$ cat src/hw/rtl/frr_pkg.sv
// ----------------------------------------------------------------------------
// frr_pkg
// Shared constants, types and step functions of the Fresnel reflect/refract
// block.
// ----------------------------------------------------------------------------
package frr_pkg;

  localparam int IN_W   = 224;
  localparam int OUT_W  = 176;
  localparam int IDX_W  = 14;
  localparam int ETA_W  = 20;

  localparam logic [IDX_W-1:0] OUTSIDE_RST = 14'd4096;
  localparam logic [IDX_W-1:0] INSIDE_RST  = 14'd6554;

  typedef enum logic [0:0] {
    REG_OUTSIDE = 1'b0,
    REG_INSIDE  = 1'b1
  } cfg_reg_t;

  typedef struct packed {
    logic             busy;
    logic [IDX_W-1:0] n_out;
    logic [IDX_W-1:0] n_in;
    logic [ETA_W-1:0] eta_ent;
    logic [ETA_W-1:0] eta_ext;
    logic [ETA_W-1:0] w_ent;
    logic [ETA_W-1:0] w_ext;
  } coef_t;

  // Pipeline stage map.
  localparam int ST_PROD    = 0;
  localparam int ST_DOT     = 1;
  localparam int ST_SQ_IN   = 2;
  localparam int ST_R       = 3;
  localparam int ST_RSQ     = 4;
  localparam int ST_LEN2    = 5;
  localparam int ST_SQ1     = 6;
  localparam int SQ1_N      = 23;
  localparam int ST_SINT    = ST_SQ1 + SQ1_N;
  localparam int ST_COST_IN = ST_SINT + 1;
  localparam int ST_SQ2     = ST_COST_IN + 1;
  localparam int SQ2_N      = 17;
  localparam int ST_FRES    = ST_SQ2 + SQ2_N;
  localparam int ST_REFR    = ST_FRES + 1;
  localparam int ST_DIV     = ST_REFR + 1;
  localparam int DIV_N      = 17;
  localparam int ST_FR      = ST_DIV + DIV_N;
  localparam int ST_SEL     = ST_FR + 1;
  localparam int N_STG      = ST_SEL + 1;

  typedef struct packed {
    logic [47:0] x;
    logic [47:0] r;
  } sq_t;

  typedef struct packed {
    logic [47:0] rem;
    logic [16:0] q;
  } dv_t;

  // One step of the digit-by-digit square root, trial bit 4**e.
  function automatic sq_t sqrt_step(sq_t s, int e);
    logic [47:0] b;
    logic [47:0] t;
    sq_t         o;
    b = 48'd1 << (2 * e);
    t = s.r + b;
    if (s.x >= t) begin
      o.x = s.x - t;
      o.r = (s.r >> 1) + b;
    end else begin
      o.x = s.x;
      o.r = s.r >> 1;
    end
    return o;
  endfunction

  // One restoring division step producing quotient bit sh.
  function automatic dv_t div_step(dv_t s, logic [31:0] den, int sh);
    logic [47:0] t;
    dv_t         o;
    t = {16'd0, den} << sh;
    o = s;
    if (s.rem >= t) begin
      o.rem = s.rem - t;
      o.q   = s.q | (17'd1 << sh);
    end
    return o;
  endfunction

  function automatic logic [17:0] sat18(logic signed [47:0] v);
    if (v > 48'sd131071) begin
      return 18'h1FFFF;
    end else if (v < -48'sd131072) begin
      return 18'h20000;
    end else begin
      return v[17:0];
    end
  endfunction

endpackage

$ cat src/hw/rtl/frr_coef.sv
// ----------------------------------------------------------------------------
// frr_coef
// Index registers and the per-direction ratio and weight, recomputed by a
// shared serial divider after reset and after every register write.
// ----------------------------------------------------------------------------
module frr_coef (
  input  logic                        clk,
  input  logic                        rst_n,
  input  logic                        cfg_we,
  input  frr_pkg::cfg_reg_t           cfg_addr,
  input  logic [frr_pkg::IDX_W-1:0]   cfg_wdata,
  output frr_pkg::coef_t              coef
);
  import frr_pkg::*;

  localparam int          DVD_W = 44;
  localparam int          DVS_W = 28;
  localparam logic [5:0]  LAST_STEP = 6'(DVD_W - 1);

  typedef enum logic [1:0] {C_IDLE, C_LOAD, C_RUN} cstate_t;

  cstate_t            state_r;
  logic [1:0]         job_r;
  logic [5:0]         cnt_r;
  logic [IDX_W-1:0]   out_r, in_r;
  logic [DVD_W-1:0]   dvd_r;
  logic [DVS_W-1:0]   dvs_r;
  logic [DVS_W-1:0]   rem_r;
  logic [DVD_W-1:0]   quo_r;
  logic [ETA_W-1:0]   eta_ent_r, eta_ext_r, w_ent_r, w_ext_r;

  logic [IDX_W-1:0]   no, ni;
  logic [DVS_W-1:0]   no_sq, ni_sq;
  logic [DVS_W:0]     rem_sh;
  logic               ge;
  logic [DVS_W-1:0]   rem_nxt;
  logic [DVD_W-1:0]   quo_nxt;
  logic [ETA_W-1:0]   res_sat;

  always_comb begin
    no      = (out_r == '0) ? IDX_W'(1) : out_r;
    ni      = (in_r == '0) ? IDX_W'(1) : in_r;
    no_sq   = {14'd0, no} * {14'd0, no};
    ni_sq   = {14'd0, ni} * {14'd0, ni};
    rem_sh  = {rem_r, dvd_r[DVD_W-1]};
    ge      = (rem_sh >= {1'b0, dvs_r});
    rem_nxt = ge ? DVS_W'(rem_sh - {1'b0, dvs_r}) : rem_sh[DVS_W-1:0];
    quo_nxt = {quo_r[DVD_W-2:0], ge};
    res_sat = (quo_nxt[DVD_W-1:ETA_W] != '0) ? {ETA_W{1'b1}} : quo_nxt[ETA_W-1:0];
  end

  always_ff @(posedge clk) begin
    if (!rst_n) begin
      state_r <= C_LOAD;
      job_r   <= '0;
      cnt_r   <= '0;
      out_r   <= OUTSIDE_RST;
      in_r    <= INSIDE_RST;
    end else if (cfg_we) begin
      unique case (cfg_addr)
        REG_OUTSIDE: out_r <= cfg_wdata;
        REG_INSIDE:  in_r  <= cfg_wdata;
        default:     out_r <= out_r;
      endcase
      state_r <= C_LOAD;
      job_r   <= '0;
    end else begin
      unique case (state_r)
        C_IDLE: begin
          state_r <= C_IDLE;
        end
        C_LOAD: begin
          unique case (job_r)
            2'd0: begin
              dvd_r <= {14'd0, no, 16'd0};
              dvs_r <= {14'd0, ni};
            end
            2'd1: begin
              dvd_r <= {14'd0, ni, 16'd0};
              dvs_r <= {14'd0, no};
            end
            2'd2: begin
              dvd_r <= {ni_sq, 16'd0};
              dvs_r <= no_sq;
            end
            default: begin
              dvd_r <= {no_sq, 16'd0};
              dvs_r <= ni_sq;
            end
          endcase
          rem_r   <= '0;
          quo_r   <= '0;
          cnt_r   <= '0;
          state_r <= C_RUN;
        end
        C_RUN: begin
          dvd_r <= {dvd_r[DVD_W-2:0], 1'b0};
          rem_r <= rem_nxt;
          quo_r <= quo_nxt;
          cnt_r <= cnt_r + 6'd1;
          if (cnt_r == LAST_STEP) begin
            unique case (job_r)
              2'd0:    eta_ent_r <= res_sat;
              2'd1:    eta_ext_r <= res_sat;
              2'd2:    w_ent_r   <= res_sat;
              default: w_ext_r   <= res_sat;
            endcase
            job_r   <= job_r + 2'd1;
            state_r <= (job_r == 2'd3) ? C_IDLE : C_LOAD;
          end
        end
        default: state_r <= C_IDLE;
      endcase
    end
  end

  assign coef = '{busy:    (state_r != C_IDLE),
                  n_out:   no,
                  n_in:    ni,
                  eta_ent: eta_ent_r,
                  eta_ext: eta_ext_r,
                  w_ent:   w_ent_r,
                  w_ext:   w_ext_r};

endmodule

$ cat config.mk
export PLATFORM = sky130hd
export DESIGN_NAME = frr_coef
export DESIGN_NICKNAME = d
export VERILOG_FILES = /design/src/hw/rtl/frr_pkg.sv /design/src/hw/rtl/frr_coef.sv
export SDC_FILE = /design/constraint.sdc
export NUM_CORES = 1
export LEC_CHECK = 0
export BUFFER_PORTS_ARGS = -buffer_cell sky130_fd_sc_hd__buf_2
export CORE_AREA = 2 2 242 244
export CTS_BUF_LIST = sky130_fd_sc_hd__clkbuf_4 sky130_fd_sc_hd__clkbuf_8
export DETAILED_ROUTE_END_ITERATION = 16
export DIE_AREA = 0 0 244 246
export GPL_TIMING_DRIVEN = 0
export PLACE_DENSITY = 0.55
export SLEW_MARGIN = 20
export SYNTH_ARGS = -nofsm -noshare
export SYNTH_HDL_FRONTEND = slang
export SYNTH_SLANG_ARGS = --single-unit
$ cat constraint.sdc
create_clock -name clk -period 16.6 [get_ports clk]
set_clock_uncertainty 0.15 [all_clocks]
set_input_delay 0 -clock clk [delete_from_list [all_inputs] [get_ports clk]]
set_output_delay 0 -clock clk [all_outputs]
set_load 0.02 [all_outputs]
==> Word-level counts from Yosys, hierarchy flattened <==
Cells that the tools add are included.
{ "word_totals": {"inputBits": 18, "output_inout_bits": 109, "ff_bits": 261, "word_cells": 61} }
{ "classes": {"n_mux": 13, "addsub": 3, "n_eq_ne": 7, "bitwise": 4, "mul": 2, "n_reduce_logical": 18, "order_cmp": 1} }
{ "ops": {"columns": ["op", "n"], "rows": [
  ["44-bit one-hot mux with 3 select lines", 1],
  ["44-bit one-hot mux with 2 select lines", 1],
  ["43-bit one-hot mux with 2 select lines", 1],
  ["28-bit one-hot mux with 3 select lines", 1],
  ["14-bit by 14-bit multiplier with 28-bit output", 2],
  ["28-bit one-hot mux with 2 select lines", 1],
  ["29-bit by 28-bit greater-or-equal comparator with 1-bit output", 1],
  ["14-bit logical NOT", 2],
  ["14-bit two-way mux", 2],
  ["28-bit two-way mux", 1],
  ["28-bit subtractor", 1],
  ["24-bit nonzero test", 1],
  ["20-bit two-way mux", 1],
  ["5-bit AND reduction", 4],
  ["6-bit one-hot mux with 2 select lines", 1],
  ["2-bit AND reduction", 4],
  ["6-bit by 1-bit adder with 6-bit output (second input constant)", 1],
  ["2-bit equality test (second input constant)", 3],
  ["6-bit equality test (second input constant)", 1],
  ["3-bit AND reduction", 2],
  ["2-bit by 1-bit equality test with 1-bit output (second input constant)", 2],
  ["1-bit inverter", 4],
  ["2-bit one-hot mux with 2 select lines", 1],
  ["2-bit nonzero test", 2],
  ["7 further kinds", 7]
]} }

==> Longest topological paths before layout <==
{ "depth": {"depth_word": 5, "mapped_depth": 25, "depth_no_buf": 24} }

==> Least setup slack after synthesis <==
Ideal clock, no wire load.
{ "synth_timing": {"path_kind": "reg-to-reg", "start": "register out_r[2]", "end": "register dvd_r[42] (data pin)", "period_less_slack_ns": 6.480, "path_buffers": 2, "path_slack_ns": 10.120, "required_ns": 16.189, "stages_incl_launch_ff": 24, "setup_time_ns": 0.261, "arrival_ns": 6.069, "path_cell_list": "dfxtp_1 buf_2 buf_1 nand2_1 inv_1 fa_1 inv_1 fa_1 fa_1 inv_1 fa_1 fa_1 inv_1 fa_1 inv_1 ha_1 a21oi_2 o21bai_1 a2111o_1 a31oi_2 a311oi_2 a311oi_1 xnor2_1 a221o_1"} }
{ "synth_via": {"elab_chain_cells": 5} }
{ "synth_rtl": {"columns": ["item", "line_no", "text"], "rows": [
  ["from (decl)", "frr_coef.sv:25", "logic [IDX_W-1:0] out_r, in_r;"],
  ["from (signal assigned)", "frr_coef.sv:61", "REG_OUTSIDE: out_r <= cfg_wdata;"],
  ["from (signal assigned)", "frr_coef.sv:63", "default: out_r <= out_r;"],
  ["14-bit logical NOT", "frr_coef.sv:41", "no = (out_r == '0) ? IDX_W'(1) : out_r;"],
  ["14-bit two-way mux (*)", "frr_coef.sv:41", null],
  ["14-bit by 14-bit multiplier with 28-bit output (*)", "frr_coef.sv:43", "no_sq = {14'd0, no} * {14'd0, no};"],
  ["44-bit one-hot mux with 3 select lines (*)", "frr_coef.sv:73", "unique case (job_r)"],
  ["44-bit one-hot mux with 2 select lines (*)", "frr_coef.sv:68", "unique case (state_r)"],
  ["to (signal assigned)", "frr_coef.sv:75", "dvd_r <= {14'd0, no, 16'd0};"],
  ["to (signal assigned)", "frr_coef.sv:79", "dvd_r <= {14'd0, ni, 16'd0};"],
  ["to (signal assigned)", "frr_coef.sv:83", "dvd_r <= {ni_sq, 16'd0};"],
  ["to (decl)", "frr_coef.sv:26", "logic [DVD_W-1:0] dvd_r;"]
]} }
Every way passes the cells marked *; elsewhere a longest branch is shown, timed or not.
A chain may end at the register's enable or synchronous reset.

==> Worst setup path in the final report <==
{ "layout_timing": {"start": "register out_r[7]", "end": "register dvd_r[41] (data pin)"} }
The elaborated chain is that of the path after synthesis.

==> impl_metrics.json <==
{
  "result_of_the_run": "completed",
  "design.die.area_mm2": 0.0600,
  "ant_nets": 0,
  "register_to_register_setup_slack_ps": 8660,
  "crit_path_end": "dvd_r[41]",
  "antenna_found_initial": 2,
  "async_flop_share_pct": 0,
  "p_int_w": 0.00156,
  "area_of_the_core_mm2": 0.0574,
  "switching_share_pct": 45.5,
  "chipWidth_um": 244,
  "detailed_place_hpwl_mm": 49.2,
  "synth_flop_cell": "sky130_fd_sc_hd__edfxtp_1",
  "setup_viol": 0,
  "maxCapViolations": 0,
  "grt_setup_unrepaired": "no",
  "vdd_drop_max_mv": 0.167,
  "boundaryPins": 127,
  "worst_r2r_startpoint": "out_r[7]",
  "final_period_minus_worst_setup_slack_ps": 7940,
  "yosys_warnings": 0,
  "power-per-cell-area_mw_per_mm2": 111,
  "crit_path_end_kind": "flip-flop",
  "mappedNetlistArea_mm2": 0.0228,
  "clkLatencyLatePin_ps": 620,
  "number_of_inserted_filler_cells_in_the_final_layout": 5571,
  "clock_sink_count": 245,
  "share_seq_of_total_power_pct": 24.0,
  "synth.cells.most_frequent": "372 x sky130_fd_sc_hd__inv_1, 239 x sky130_fd_sc_hd__nand2_1, 234 x sky130_fd_sc_hd__fa_1, 207 x sky130_fd_sc_hd__edfxtp_1, 204 x sky130_fd_sc_hd__ha_1",
  "netlist_top_cells_area": "sky130_fd_sc_hd__edfxtp_1 27%, sky130_fd_sc_hd__fa_1 21%, sky130_fd_sc_hd__ha_1 11%",
  "timing.critical_path.required_ps": 16800,
  "synth_most_common_cell": "sky130_fd_sc_hd__inv_1",
  "drive_gt1_share_pct": 9.80,
  "synthesis.nets": 2754,
  "totalNegativeSetupSlack_ps": 0,
  "global_route.usage.total_pct": 21.3,
  "holdCritPathClass": "in -> reg",
  "crit_path_depth": 25,
  "crit_path_max_incr_delay_ps": 620,
  "ctsResizeCount": 0,
  "post-route-period-util_pct": 47.8,
  "hold_violations": 0,
  "firstDrtPassIters": 7,
  "vias_per_cell": 5.21,
  "post_synth_inst_count": 2298,
  "path_delay_family": "adder cells",
  "fin_nets": 2973,
  "startpoint": "out_r[7]",
  "post_synth.cell_area_avg_um2": 9.93,
  "areaGrowthSynthToFinish_pct": 13.6,
  "cts_root_buffer": "sky130_fd_sc_hd__clkbuf_8",
  "comb_power_share_pct": 54.9,
  "detailed_place.area_mm2": 0.0246,
  "slew_viol_final": 0,
  "timing.max_slew.rel_slack_pct": 38.1,
  "final_cell_area_mm2": 0.0259,
  "tritoncts": "yes",
  "startpoint_type": "flip-flop",
  "drt-total-wl_mm": 63.0,
  "leakage_nw": 11.9,
  "grt_max_degree": 47,
  "holdWs_ps": 46.5,
  "max_slew.worst_pin.slew_ps": 917,
  "routed-via-count": 17290,
  "netSwitchingPower_w": 0.00131,
  "wl_per_cell_um": 19.0,
  "gp_congestion": 0.905,
  "synth_cell_types": 78,
  "yosysSeqAreaShare_pct": 30.6,
  "number_of_synthesized_flops_with_an_enable_pin": 207,
  "share_clk_of_total_power_pct": 21.1,
  "critical-path-slowest-cell": "sky130_fd_sc_hd__or4_1",
  "r2r_end": "dvd_r[41]",
  "maximum_number_of_buffers_from_clock_root_to_sink": 3,
  "path_class": "reg -> reg",
  "floorplan.rows": 88,
  "drt-met1-wl_mm": 28.6,
  "synth_top_area_cell": "sky130_fd_sc_hd__edfxtp_1",
  "worst-path-max-fanout": 9,
  "initial_core_util_pct": 39.8,
  "synth_top_area_share_pct": 27.2,
  "worst_setup_hold_path_clk_slew_ps": 60,
  "post-cts-setup-buffers": 0,
  "io_buffer_count": 126,
  "worst-endpoint-arrival_ps": 8140,
  "fmax_ghz": 0.126,
  "global_route.overflow_total": 0,
  "drt_drc_violations_left": 0,
  "first_iter_violations": 958,
  "die_y_um": 246,
  "wl_met3_mm": 3.70,
  "first_global_vias": 18173,
  "cts_made_buffers": 44,
  "routed.top_layer": "met4",
  "cts_max_level": 2,
  "worstRegToRegCells": 25,
  "synthesis_stage_register_bit_count": 245,
  "wl_met2_mm": 28.8,
  "crit_buf_inv": 5,
  "grt_first_pass_wirelength_mm": 100
}
[power by group through the flow]
stage	Clock [W]	Combinational, W	Sequential, W
2_1_floorplan	0	0.00104	0.000699
3_3_place_gp	0	0.00155	0.000703
3_5_place_dp	0	0.00156	0.000702
4_1_cts	0.000624	0.00158	0.000689
5_1_grt	0.000648	0.00174	0.000691
6_report	0.000604	0.00158	0.000689
[state kept, by name, summed over array words and instances, names as in the netlist]
signal and cells:
cnt_r 6, dvd_r 28, dvs_r 28, eta_ent_r 20
eta_ext_r 20, in_r 14, job_r 2, out_r 14
quo_r 43, rem_r 28, state_r 2, w_ent_r 20
w_ext_r 20
[tightest hold or removal path, cell delays in order]
cell,delay (ps)
sky130_fd_sc_hd__dlygate4sd3_1,510
sky130_fd_sc_hd__buf_2,130
sky130_fd_sc_hd__nand2_1,50
sky130_fd_sc_hd__o211ai_1,80
[repair_timing]
item | CTS | global route
hold buffers | 42 | 0
endpoints found under the setup margin | 0 | 0
endpoints found under the hold margin | 36 | 0
[worst min path at each step]
stage	endpoint	cells after the start	from	slack [ps]
2_1_floorplan	in_r[1]	2	cfg_wdata[1]	-30
3_3_place_gp	in_r[3]	3	cfg_wdata[3]	110
3_5_place_dp	in_r[3]	3	cfg_wdata[3]	100
4_1_cts	in_r[11]	4	cfg_wdata[11]	3
5_1_grt	in_r[11]	4	cfg_wdata[11]	60
6_report	in_r[11]	4	cfg_wdata[11]	50
[metrics by stage]
| step | util [%] | cells | setup slack, ps | power [W] |
|---|---|---|---|---|
| after floorplan | - | 2298 | 10120 | 0.00174 |
| after global placement | 42.5 | 3189 | 8730 | 0.00225 |
| after detailed placement | 42.8 | 3194 | 8700 | 0.00226 |
| after CTS | 45.2 | 3316 | 8680 | 0.00289 |
| after global routing | 45.2 | 3317 | 8330 | 0.00308 |
| final | 45.2 | 3317 | 8660 | 0.00287 |
[cells by family (layout without fill, tap and decap cells)]
group | count (synthesis) | in the layout | synth area share [%]
and+or+nand+nor | 618 | 618 | 13.8
buffers and inverters | 509 | 762 | 8.51
adders and majority gates | 438 | 438 | 31.7
AOI/OAI and AO/OA | 400 | 400 | 12.0
DFF | 245 | 245 | 30.6
xor gates and xnor gates | 75 | 75 | 2.88
muxes | 13 | 13 | 0.587
other | 0 | 1 | 0
[placed cells by master (no fill, tap or decap), types with 56 or more instances in the layout]
master and instances:
sky130_fd_sc_hd__inv_1 372, sky130_fd_sc_hd__ha_1 204, sky130_fd_sc_hd__clkbuf_1 123, sky130_fd_sc_hd__and2_1 108
sky130_fd_sc_hd__buf_2 130, sky130_fd_sc_hd__o21ai_0 56, sky130_fd_sc_hd__a21oi_1 100, sky130_fd_sc_hd__nand2_1 239
sky130_fd_sc_hd__nor2_1 82, sky130_fd_sc_hd__edfxtp_1 207, sky130_fd_sc_hd__fa_1 234
[final cells by class]
class	count	area (um2)	area share [%]
Timing Repair Buffer	173	1160	4.47
Clock inverter	20	190	0.734
Tap cell	765	957	3.69
Inverter	373	1400	5.40
Clock buffer	60	751	2.90
Multi-Input combinational cell	1544	13900	53.8
Buffer	136	542	2.09
Sequential cell	245	6980	26.9
Antenna cell	1	2.50	0.00966
[layer usage]
metal,global-route usage (%),vias up
li1,-,8117
met1,28.7,8566
met2,34.6,498
met3,3.98,109
met4,7.34,0
met5,0,-
No activity file was read; power rests on OpenSTA's default activity.
